===== config.mk =====
export PLATFORM = sky130hd
export DESIGN_NAME = batch_cut_sequencer
export DESIGN_NICKNAME = d
export VERILOG_FILES = /design/src/rtl/bcs_pkg.sv /design/src/rtl/bcs_out_queue.sv /design/src/rtl/batch_cut_sequencer.sv
export SDC_FILE = /design/constraint.sdc
export NUM_CORES = 2
export LEC_CHECK = 0
export BUFFER_PORTS_ARGS = -buffer_cell sky130_fd_sc_hd__buf_4
export CAP_MARGIN = 5
export CORE_MARGIN = 2
export CORE_UTILIZATION = 70
export CTS_BUF_LIST = sky130_fd_sc_hd__clkbuf_4
export DETAILED_ROUTE_END_ITERATION = 16
export HOLD_SLACK_MARGIN = 0.15
export PLACE_DENSITY = 0.86
export SYNTH_ARGS = -nofsm -noshare
export SYNTH_HDL_FRONTEND = slang
export SYNTH_HIERARCHICAL = 1
export SYNTH_SLANG_ARGS = --single-unit

===== constraint.sdc =====
create_clock -name clk_i -period 31.5 [get_ports clk_i]
set_input_delay 6.3 -clock clk_i [delete_from_list [all_inputs] [get_ports clk_i]]
set_output_delay 6.3 -clock clk_i [all_outputs]
set_load 0.02 [all_outputs]

===== src/rtl/bcs_pkg.sv =====
`timescale 1ns / 1ps
package bcs_pkg;

  localparam int unsigned MaxSlicesDef     = 1023;
  localparam int unsigned SpinupTicksDef   = 1000;
  localparam int unsigned PosToleranceDef  = 10;
  localparam int unsigned StopToleranceDef = 500;

  typedef enum logic [3:0] {
    PH_IDLE       = 4'd0,
    PH_SPINUP     = 4'd1,
    PH_READY      = 4'd2,
    PH_RETRACT    = 4'd3,
    PH_TO_X       = 4'd4,
    PH_TO_START   = 4'd5,
    PH_CUTTING    = 4'd6,
    PH_RETRACTING = 4'd7,
    PH_PAUSED     = 4'd8,
    PH_DONE       = 4'd9,
    PH_ABORTED    = 4'd10
  } phase_e;

  typedef enum logic [3:0] {
    CMD_NONE        = 4'd0,
    CMD_MOVE_X      = 4'd1,
    CMD_MOVE_Y      = 4'd2,
    CMD_FEED_START  = 4'd3,
    CMD_FEED_PAUSE  = 4'd4,
    CMD_FEED_RESUME = 4'd5,
    CMD_FEED_ABORT  = 4'd6,
    CMD_SPIN_ON     = 4'd7,
    CMD_SPIN_OFF    = 4'd8
  } cmd_e;

  localparam logic [3:0] ACT_TICK    = 4'd0;
  localparam logic [3:0] ACT_START   = 4'd1;
  localparam logic [3:0] ACT_PAUSE   = 4'd2;
  localparam logic [3:0] ACT_RESUME  = 4'd3;
  localparam logic [3:0] ACT_ABORT   = 4'd4;
  localparam logic [3:0] ACT_RESET   = 4'd5;
  localparam logic [3:0] ACT_MAN_OFF = 4'd6;
  localparam logic [3:0] ACT_MAN_ON  = 4'd7;
  localparam logic [3:0] ACT_ZERO    = 4'd8;

  localparam logic [2:0] REG_STOCK_ZERO   = 3'd0;
  localparam logic [2:0] REG_SLICE_PITCH  = 3'd1;
  localparam logic [2:0] REG_TOTAL_SLICES = 3'd2;
  localparam logic [2:0] REG_BATCH_SIZE   = 3'd3;
  localparam logic [2:0] REG_Y_RETRACT    = 3'd4;
  localparam logic [2:0] REG_Y_CUT_START  = 3'd5;
  localparam logic [2:0] REG_Y_CUT_STOP   = 3'd6;
  localparam logic [2:0] REG_SPINDLE_AUTO = 3'd7;

  typedef struct packed {
    cmd_e        cmd;
    logic [31:0] tgt;
  } beat_cmd_t;

  // one accepted item as registered at the input
  typedef struct packed {
    logic [3:0]  action;
    logic [31:0] x_now;
    logic [31:0] y_now;
    logic        x_busy;
    logic        y_busy;
    logic        feed_active;
    logic        spindle_on;
    logic [9:0]  job_zero_value;
    logic [31:0] x_target;
    logic        x_over;
  } item_t;

  // all beats of one item, with shared status
  typedef struct packed {
    beat_cmd_t [2:0] cmds;
    logic [1:0]      n;
    logic [3:0]      phase;
    logic [9:0]      last_done;
    logic [9:0]      batch_done;
    logic            start_ok;
  } result_t;

endpackage


===== src/rtl/bcs_out_queue.sv =====
`timescale 1ns / 1ps
module bcs_out_queue (
  input  logic              clk_i,
  input  logic              rst_ni,
  input  logic              load_i,
  input  bcs_pkg::result_t  res_i,
  output logic              free_o,
  output logic              out_valid_o,
  input  logic              out_stall_i,
  output logic [3:0]        command_o,
  output logic [31:0]       command_target_o,
  output logic [3:0]        phase_o,
  output logic [9:0]        last_done_o,
  output logic [9:0]        batch_done_o,
  output logic              start_ok_o,
  output logic              last_of_run_o
);

  bcs_pkg::result_t res_q;
  logic [1:0] idx_q, idx_d;
  logic       busy_q, busy_d;
  logic       take;
  logic       last_beat;

  assign take      = busy_q && !out_stall_i;
  assign last_beat = (idx_q == res_q.n - 2'd1);
  assign free_o    = !busy_q || (take && last_beat);

  // beat index within the held result
  always_comb begin
    busy_d = busy_q;
    idx_d  = idx_q;
    if (take) begin
      idx_d = idx_q + 2'd1;
      if (last_beat) begin
        busy_d = 1'b0;
      end
    end
    if (load_i) begin
      busy_d = 1'b1;
      idx_d  = 2'd0;
    end
  end

  always_ff @(posedge clk_i or negedge rst_ni) begin
    if (!rst_ni) begin
      busy_q <= 1'b0;
      idx_q  <= 2'd0;
    end else begin
      busy_q <= busy_d;
      idx_q  <= idx_d;
    end
  end

  always_ff @(posedge clk_i) begin
    if (load_i) begin
      res_q <= res_i;
    end
  end

  assign out_valid_o      = busy_q;
  assign command_o        = res_q.cmds[idx_q].cmd;
  assign command_target_o = res_q.cmds[idx_q].tgt;
  assign phase_o          = res_q.phase;
  assign last_done_o      = res_q.last_done;
  assign batch_done_o     = res_q.batch_done;
  assign start_ok_o       = res_q.start_ok;
  assign last_of_run_o    = last_beat;

endmodule


===== src/rtl/batch_cut_sequencer.sv =====
`timescale 1ns / 1ps
// batch cut sequencer: one item is registered at the input, decided once the output
// register is free, and its one or two result beats leave from that output register
// throughput: one item per cycle when each item yields one beat and the output does
// not stall; an item with more beats holds the output until its last beat is taken
// reset: asynchronous active low for state and valid flags; item and result data have no reset
module batch_cut_sequencer #(
  parameter int unsigned SPINUP_TICKS  = bcs_pkg::SpinupTicksDef,
  parameter int unsigned POS_TOLERANCE = bcs_pkg::PosToleranceDef
) (
  input  logic        clk_i,
  input  logic        rst_ni,
  input  logic        cfg_we_i,
  input  logic [2:0]  cfg_index_i,
  input  logic [31:0] cfg_data_i,
  input  logic        in_valid_i,
  output logic        in_stall_o,
  input  logic [3:0]  action_i,
  input  logic [31:0] x_now_i,
  input  logic [31:0] y_now_i,
  input  logic        x_busy_i,
  input  logic        y_busy_i,
  input  logic        feed_active_i,
  input  logic        spindle_on_i,
  input  logic [9:0]  job_zero_value_i,
  output logic        out_valid_o,
  input  logic        out_stall_i,
  output logic [3:0]  command_o,
  output logic [31:0] command_target_o,
  output logic [3:0]  phase_o,
  output logic [9:0]  last_done_o,
  output logic [9:0]  batch_done_o,
  output logic        start_ok_o,
  output logic        last_of_run_o
);

  localparam int unsigned SpW = $clog2(SPINUP_TICKS + 1);
  localparam logic [SpW-1:0] SpinMax = SpW'(SPINUP_TICKS);

  // configuration
  logic signed [31:0] stock_zero_q, y_retract_q, y_cut_start_q, y_cut_stop_q;
  logic signed [23:0] slice_pitch_q;
  logic [9:0] total_slices_q, batch_size_q;
  logic       spindle_auto_q;

  always_ff @(posedge clk_i or negedge rst_ni) begin
    if (!rst_ni) begin
      stock_zero_q <= '0; slice_pitch_q <= '0; total_slices_q <= '0;
      batch_size_q <= 10'd1; y_retract_q <= '0; y_cut_start_q <= '0;
      y_cut_stop_q <= '0; spindle_auto_q <= 1'b1;
    end else if (cfg_we_i) begin
      unique case (cfg_index_i)
        bcs_pkg::REG_STOCK_ZERO:   stock_zero_q   <= cfg_data_i;
        bcs_pkg::REG_SLICE_PITCH:  slice_pitch_q  <= cfg_data_i[23:0];
        bcs_pkg::REG_TOTAL_SLICES: total_slices_q <= cfg_data_i[9:0];
        bcs_pkg::REG_BATCH_SIZE:   batch_size_q   <= cfg_data_i[9:0];
        bcs_pkg::REG_Y_RETRACT:    y_retract_q    <= cfg_data_i;
        bcs_pkg::REG_Y_CUT_START:  y_cut_start_q  <= cfg_data_i;
        bcs_pkg::REG_Y_CUT_STOP:   y_cut_stop_q   <= cfg_data_i;
        bcs_pkg::REG_SPINDLE_AUTO: spindle_auto_q <= cfg_data_i[0];
        default: ;
      endcase
    end
  end

  // sequencer state
  bcs_pkg::phase_e phase_q, phase_d, held_q, held_d;
  logic [9:0] slice_q, slice_d, compl_q, compl_d, bcnt_q, bcnt_d, blim_q, blim_d;
  logic [SpW-1:0] spin_q, spin_d;
  logic own_q, own_d, ovr_q, ovr_d;

  // input stage; the X target product is formed here from the state
  // that the item in the decision stage leaves
  bcs_pkg::item_t item_q;
  logic           item_vld_q;
  logic           in_take, dec_go, q_free;
  logic signed [34:0] xt_full;
  logic [9:0]     slice_next_src;
  logic [10:0]    nxt_w;

  assign in_stall_o = item_vld_q && !q_free;
  assign in_take    = in_valid_i && !in_stall_o;
  assign dec_go     = item_vld_q && q_free;

  assign slice_next_src = dec_go ? slice_d : slice_q;
  assign nxt_w   = {1'b0, slice_next_src} + 11'd1;
  assign xt_full = 35'(stock_zero_q) + 35'($signed({1'b0, nxt_w}) * slice_pitch_q);

  always_ff @(posedge clk_i or negedge rst_ni) begin
    if (!rst_ni) begin
      item_vld_q <= 1'b0;
    end else if (in_take) begin
      item_vld_q <= 1'b1;
    end else if (dec_go) begin
      item_vld_q <= 1'b0;
    end
  end

  always_ff @(posedge clk_i) begin
    if (in_take) begin
      item_q.action         <= action_i;
      item_q.x_now          <= x_now_i;
      item_q.y_now          <= y_now_i;
      item_q.x_busy         <= x_busy_i;
      item_q.y_busy         <= y_busy_i;
      item_q.feed_active    <= feed_active_i;
      item_q.spindle_on     <= spindle_on_i;
      item_q.job_zero_value <= job_zero_value_i;
      item_q.x_over         <= (nxt_w > {1'b0, total_slices_q});
      if (xt_full > 35'sd2147483647) begin
        item_q.x_target <= 32'h7FFF_FFFF;
      end else if (xt_full < -35'sd2147483648) begin
        item_q.x_target <= 32'h8000_0000;
      end else begin
        item_q.x_target <= xt_full[31:0];
      end
    end
  end

  function automatic logic near(input logic [31:0] t, input logic [31:0] n);
    logic signed [32:0] d;
    d = $signed({t[31], t}) - $signed({n[31], n});
    if (d < 0) d = -d;
    return d <= 33'(POS_TOLERANCE);
  endfunction

  // decision logic
  bcs_pkg::result_t res;
  logic [9:0] remain, lim;

  always_comb begin
    phase_d = phase_q; held_d = held_q; slice_d = slice_q; compl_d = compl_q;
    bcnt_d = bcnt_q; blim_d = blim_q; spin_d = spin_q; own_d = own_q; ovr_d = ovr_q;
    res = '0;
    remain = total_slices_q - compl_q;
    lim = (batch_size_q == 10'd0) ? 10'd1 : batch_size_q;
    if (lim > remain) lim = remain;

    unique case (item_q.action)
      bcs_pkg::ACT_TICK: begin
        unique case (phase_q)
          bcs_pkg::PH_SPINUP: begin
            if (spin_q < SpinMax) spin_d = spin_q + SpW'(1);
            if (spin_d >= SpinMax) phase_d = bcs_pkg::PH_READY;
          end
          bcs_pkg::PH_READY: phase_d = bcs_pkg::PH_RETRACT;
          bcs_pkg::PH_RETRACT: begin
            if (near(y_retract_q, item_q.y_now)) begin
              phase_d = bcs_pkg::PH_TO_X;
            end else if (!item_q.y_busy) begin
              res.cmds[0] = '{bcs_pkg::CMD_MOVE_Y, y_retract_q};
              res.n = 2'd1;
            end
          end
          bcs_pkg::PH_TO_X: begin
            if (item_q.x_over) begin
              phase_d = bcs_pkg::PH_DONE;
            end else begin
              if (!item_q.x_busy) begin
                res.cmds[0] = '{bcs_pkg::CMD_MOVE_X, item_q.x_target};
                res.n = 2'd1;
              end
              if (near(item_q.x_target, item_q.x_now)) phase_d = bcs_pkg::PH_TO_START;
            end
          end
          bcs_pkg::PH_TO_START: begin
            if (!item_q.y_busy) begin
              res.cmds[0] = '{bcs_pkg::CMD_MOVE_Y, y_cut_start_q};
              res.n = 2'd1;
            end
            if (near(y_cut_start_q, item_q.y_now)) begin
              phase_d = bcs_pkg::PH_CUTTING;
              res.cmds[res.n] = '{bcs_pkg::CMD_FEED_START, y_cut_stop_q};
              res.n = res.n + 2'd1;
            end
          end
          bcs_pkg::PH_CUTTING: begin
            if (!item_q.feed_active) begin
              slice_d = slice_q + 10'd1;
              if (bcnt_q != 10'h3FF) bcnt_d = bcnt_q + 10'd1;
              compl_d = slice_d;
              phase_d = bcs_pkg::PH_RETRACTING;
            end
          end
          bcs_pkg::PH_RETRACTING: begin
            if (!item_q.y_busy) begin
              res.cmds[0] = '{bcs_pkg::CMD_MOVE_Y, y_retract_q};
              res.n = 2'd1;
            end
            if (near(y_retract_q, item_q.y_now)) begin
              if (bcnt_q >= blim_q || slice_q >= total_slices_q) begin
                if (spindle_auto_q && own_q && !ovr_q) begin
                  res.cmds[res.n] = '{bcs_pkg::CMD_SPIN_OFF, 32'd0};
                  res.n = res.n + 2'd1;
                  own_d = 1'b0;
                end
                phase_d = (bcnt_q >= blim_q) ? bcs_pkg::PH_IDLE : bcs_pkg::PH_DONE;
              end else begin
                phase_d = bcs_pkg::PH_TO_X;
              end
            end
          end
          default: ;
        endcase
      end
      bcs_pkg::ACT_START: begin
        if (phase_q == bcs_pkg::PH_IDLE && compl_q < total_slices_q) begin
          blim_d = lim; bcnt_d = '0; slice_d = compl_q; res.start_ok = 1'b1;
          if (spindle_auto_q) begin
            if (!item_q.spindle_on) begin
              res.cmds[0] = '{bcs_pkg::CMD_SPIN_ON, 32'd0};
              res.n = 2'd1; own_d = 1'b1; ovr_d = 1'b0;
            end else begin
              own_d = 1'b0;
            end
            phase_d = bcs_pkg::PH_SPINUP; spin_d = '0;
          end else begin
            phase_d = bcs_pkg::PH_RETRACT;
          end
        end
      end
      bcs_pkg::ACT_PAUSE: begin
        if (phase_q != bcs_pkg::PH_IDLE && phase_q != bcs_pkg::PH_DONE &&
            phase_q != bcs_pkg::PH_PAUSED && phase_q != bcs_pkg::PH_ABORTED) begin
          held_d = phase_q; phase_d = bcs_pkg::PH_PAUSED;
          if (item_q.feed_active) begin
            res.cmds[0] = '{bcs_pkg::CMD_FEED_PAUSE, 32'd0}; res.n = 2'd1;
          end
        end
      end
      bcs_pkg::ACT_RESUME: begin
        if (phase_q == bcs_pkg::PH_PAUSED) begin
          phase_d = held_q; held_d = bcs_pkg::PH_IDLE;
          if (held_q == bcs_pkg::PH_CUTTING) begin
            res.cmds[0] = '{bcs_pkg::CMD_FEED_RESUME, 32'd0}; res.n = 2'd1;
          end
          if (spindle_auto_q && !item_q.spindle_on) begin
            res.cmds[res.n] = '{bcs_pkg::CMD_SPIN_ON, 32'd0};
            res.n = res.n + 2'd1;
            own_d = 1'b1; ovr_d = 1'b0;
            phase_d = bcs_pkg::PH_SPINUP; spin_d = '0;
          end
        end
      end
      bcs_pkg::ACT_ABORT: begin
        if (spindle_auto_q && own_q && !ovr_q) begin
          res.cmds[0] = '{bcs_pkg::CMD_SPIN_OFF, 32'd0}; res.n = 2'd1; own_d = 1'b0;
        end
        phase_d = bcs_pkg::PH_ABORTED;
        res.cmds[res.n] = '{bcs_pkg::CMD_FEED_ABORT, 32'd0};
        res.n = res.n + 2'd1;
      end
      bcs_pkg::ACT_RESET: begin
        slice_d = '0; compl_d = '0; bcnt_d = '0; phase_d = bcs_pkg::PH_IDLE;
        own_d = 1'b0; ovr_d = 1'b0;
      end
      bcs_pkg::ACT_MAN_OFF: begin
        res.cmds[0] = '{bcs_pkg::CMD_SPIN_OFF, 32'd0}; res.n = 2'd1; ovr_d = 1'b1;
      end
      bcs_pkg::ACT_MAN_ON: begin
        res.cmds[0] = '{bcs_pkg::CMD_SPIN_ON, 32'd0}; res.n = 2'd1; ovr_d = 1'b1;
      end
      bcs_pkg::ACT_ZERO: compl_d = item_q.job_zero_value;
      default: ;
    endcase

    // an item without a command still gives one beat
    if (res.n == 2'd0) begin
      res.n = 2'd1;
    end
    res.phase      = phase_d;
    res.last_done  = compl_d;
    res.batch_done = bcnt_d;
  end

  always_ff @(posedge clk_i or negedge rst_ni) begin
    if (!rst_ni) begin
      phase_q <= bcs_pkg::PH_IDLE; held_q <= bcs_pkg::PH_IDLE;
      slice_q <= '0; compl_q <= '0; bcnt_q <= '0; blim_q <= 10'd1;
      spin_q <= '0; own_q <= 1'b0; ovr_q <= 1'b0;
    end else if (dec_go) begin
      phase_q <= phase_d; held_q <= held_d; slice_q <= slice_d; compl_q <= compl_d;
      bcnt_q <= bcnt_d; blim_q <= blim_d; spin_q <= spin_d; own_q <= own_d;
      ovr_q <= ovr_d;
    end
  end

  bcs_out_queue u_out (
    .clk_i            (clk_i),
    .rst_ni           (rst_ni),
    .load_i           (dec_go),
    .res_i            (res),
    .free_o           (q_free),
    .out_valid_o      (out_valid_o),
    .out_stall_i      (out_stall_i),
    .command_o        (command_o),
    .command_target_o (command_target_o),
    .phase_o          (phase_o),
    .last_done_o      (last_done_o),
    .batch_done_o     (batch_done_o),
    .start_ok_o       (start_ok_o),
    .last_of_run_o    (last_of_run_o)
  );

endmodule


==> key figures <==
Outcome
  • Status: finished, final reports clean

Finish
  • Area Growth Syn to Fin: 8.716%
  • Share of layout cells above drive strength 1: 14.74%
  • Nets@finish: 5193
  • Most common cell after layout, fill and taps aside: nand2_1
  • Most frequent cells in the layout: nand2_1, inv_1, fa_1

Setup path
  • Worst setup path end: item_q[28]
  • Worst-path cell with the longest stage delay: o311a_1
  • CP max stage delay: 1030 ps
  • CP arrival: 17920 ps
  • Reg-to-reg startpoint: u_out/idx_q[1]
  • Worst Setup SP: out_stall_i
  • Crit-path max FO: 98
  • Most numerous cell on the critical path: inv_1
  • RR Endpoint: item_q[28]
  • CP Launch Type: input port
  • Critical path required time: 32160 ps
  • Worst R2R Path Depth: 39
  • R2R setup slack: 18500 ps
  • Setup CP Type: in -> reg
  • Critical Path End Type: flop

Floorplanning
  • Starting Density: 70.77%
  • Chip height: 248.0 µm
  • Row count: 89
  • DIE AREA: 61520 µm²
  • Die span in x: 248.0 µm
  • Core ar.: 58910 µm²
  • # IOs: 186

Min path
  • Worst hold start: blim_q[0]
  • HP Class: reg -> reg

STA
  • Final worst slack: 14240 ps
  • Hold Slack: 485.7 ps
  • Setup-failing EPs final: 0
  • Final Hold Vio Count: 0
  • Final-report max-slew violation count: 0
  • Setup TNS Final: 0 ps
  • Maximum clock rate: 57.93 MHz
  • Clk_skew: 68.47 ps
  • Final Cycle Share: 54.80%
  • RSZ-0062 raised after global routing: no
  • Minimum clock period: 17260 ps
  • Slew of the pin with the lowest slew margin: 1404 ps
  • Relative slew margins: 5.505%

Clock network
  • H-tree levels: 4
  • Clk_lat worst skew: 1010 ps
  • CTS tree: yes
  • TritonCTS buffer count: 130
  • Root Buffer: clkbuf_4
  • Post_cts resized: 0
  • Clk buf depth: 3
  • Clk sinks: 487
  • Hold-fix buffers, CTS: 0
  • Post-CTS Setup Inserts: 0
  • CTS clk-pin slew, worst paths: 70 ps

Synth
  • Mapped cell area: 41690 µm²
  • Seq/Total Area, Yosys: 32.24%
  • Synth area leaders: edfxtp_1, dfrtp_1, fa_1
  • Main combinational cell family by area after synthesis: adder cells
  • Ys async rst share: 48.67%
  • Synth Instances: 4405
  • Yosys reg bits: 487
  • Netlist cell types: 117
  • XOR/XNOR Fraction of Synth Area: 2.668%
  • Post-synthesis simple-gate area fraction: 16.38%
  • Post-synth EDFFs: 250
  • Synth warnings: 6
  • Largest area contributor in the netlist: edfxtp_1
  • Post-synth top flop: edfxtp_1
  • Post-Synth Adder-Cell Area: 19.82%
  • Compound-Gate Fraction of Synth Area: 16.20%
  • Top-area cell type share of the netlist area: 18.01%
  • Mux contribution to synthesized area: 6.033%
  • Syn avg cell area: 9.463 µm²

Pwr
  • Pint: 2.107 mW
  • Power density cells: 90.90 nW/µm²
  • Share of power burned in registers: 26.5%
  • Leak: 19.84 nW
  • Worst vdd ir: 0.0001183 V
  • P_sw: 2.013 mW
  • Clock power frac: 14.6%
  • Sw Ratio: 48.86%
  • Combinational Power Share: 58.9%

Placed design
  • Port buffer count: 185
  • RD Place Congestion: 1.013
  • Pre-CTS setup slack: 13530 ps
  • HPWL after detailed placement: 91890 µm

Drt
  • Drt pass-1 iters: 9
  • DRT iter0 DRCs: 4186
  • DRC Markers: 0
  • Total wire length: 123600 µm
  • Via count: 35567
  • Via-to-Cell Ratio: 6.516
  • Post-DRT Antenna Nets: 0
  • Wire length per cell: 22.64 µm

Flow run
  • Max Cap Viol: 0

Global route
  • Largest net degree at the start of global routing: 111
  • Vias in the first global route: 34573
  • Global-route usage over all layers: 40.72%
  • Global-route wire length before repair: 190600 µm
  • Grt ovf: 0
  • Initial antenna violation count: 9
routing by layer:
layer | GRT usage [%] | wire, µm
met4 | 22.95 | 7323
met3 | 9.815 | 13710
met5 | 0 | 8
met1 | 53.17 | 46640
met2 | 62.68 | 55900
cells in the mapped netlist, drive strengths merged (14+ instances only):
cell and n:
nand2 485, inv 474, fa 264, a21oi 262
edfxtp 250, ha 238, dfrtp 234, nor2 223
o21ai 223, mux2 175, clkbuf 169, and2 141
nand3 104, nor3 79, xnor2 77, a21o 73
mux2i 54, buf 52, and3 51, nand2b 50
nand4 48, xor2 47, a22oi 41, o211ai 37
a221o 36, nor2b 34, a211oi 30, o21a 30
a31oi 29, nor4 29, or3 27, nor3b 21
o31ai 20, o2111ai 18, a2111oi 17, or2 15
a21boi 14
per-stage QoR:
stage	cells	instance area, µm²	utilization [%]	power [mW]
floorplan	4440	41820	-	2.798
global placement	5210	43560	73.95	3.382
detailed placement	5210	43560	73.95	3.442
CTS	5448	45290	76.89	4.060
global route	5453	45310	76.91	4.386
finish	5458	45320	76.93	4.120
power groups by stage:
stage | clock, mW | combinational (mW) | sequential [mW]
floorplan | 0 | 1.79 | 1.01
global placement | 0 | 2.30 | 1.08
detailed placement | 0 | 2.35 | 1.09
CTS | 0.607 | 2.37 | 1.08
global route | 0.637 | 2.65 | 1.10
finish | 0.601 | 2.43 | 1.09
final cells by class:
class	count	area [µm²]
multi-input combinational	3257	25720
fill	3973	13590
sequential	487	13440
inverter	475	1788
timing repair buffer	218	1644
clock buffer	184	1381
tap	773	967.2
clock inverter	54	352.8
antenna	10	25.02
flip-flops by register name (all words and copies together) (netlist names), 2 cells and up:
name	count
batch_size_q	10
bcnt_q	10
blim_q	10
compl_q	10
held_q	4
item_q	115
phase_q	4
slice_pitch_q	24
slice_q	10
spin_q	10
stock_zero_q	32
total_slices_q	10
u_out/batch_done_o	10
u_out/idx_q	2
u_out/last_done_o	10
u_out/phase_o	4
u_out/res_q	110
y_cut_start_q	32
y_cut_stop_q	32
y_retract_q	32
critical path: cells and delay by family:
family / cells / cell delay (ps)
adders and majority gates: 7 / 3270
AOI/OAI and AO/OA: 8 / 3500
and+or+nand+nor: 12 / 2890
buffers and inverters: 10 / 1840
xor gates and xnor gates: 1 / 80
worst min-delay path by stage:
stage / to / cells after the start / slack (ps)
2_1_floorplan: blim_q[1] / 2 / 450
3_3_place_gp: blim_q[1] / 2 / 460
3_5_place_dp: blim_q[1] / 2 / 470
4_1_cts: blim_q[0] / 2 / 490
5_1_grt: ovr_q / 1 / 530
6_report: blim_q[0] / 2 / 490
logic make-up after synthesis:
family | count (synthesis)
simple gates | 1369
mux | 229
compound gates | 997
buf+inv | 696
other cells | 1
xor+xnor | 124
flops | 487
fa+ha+maj | 502
(Power assumes the default switching activity.)
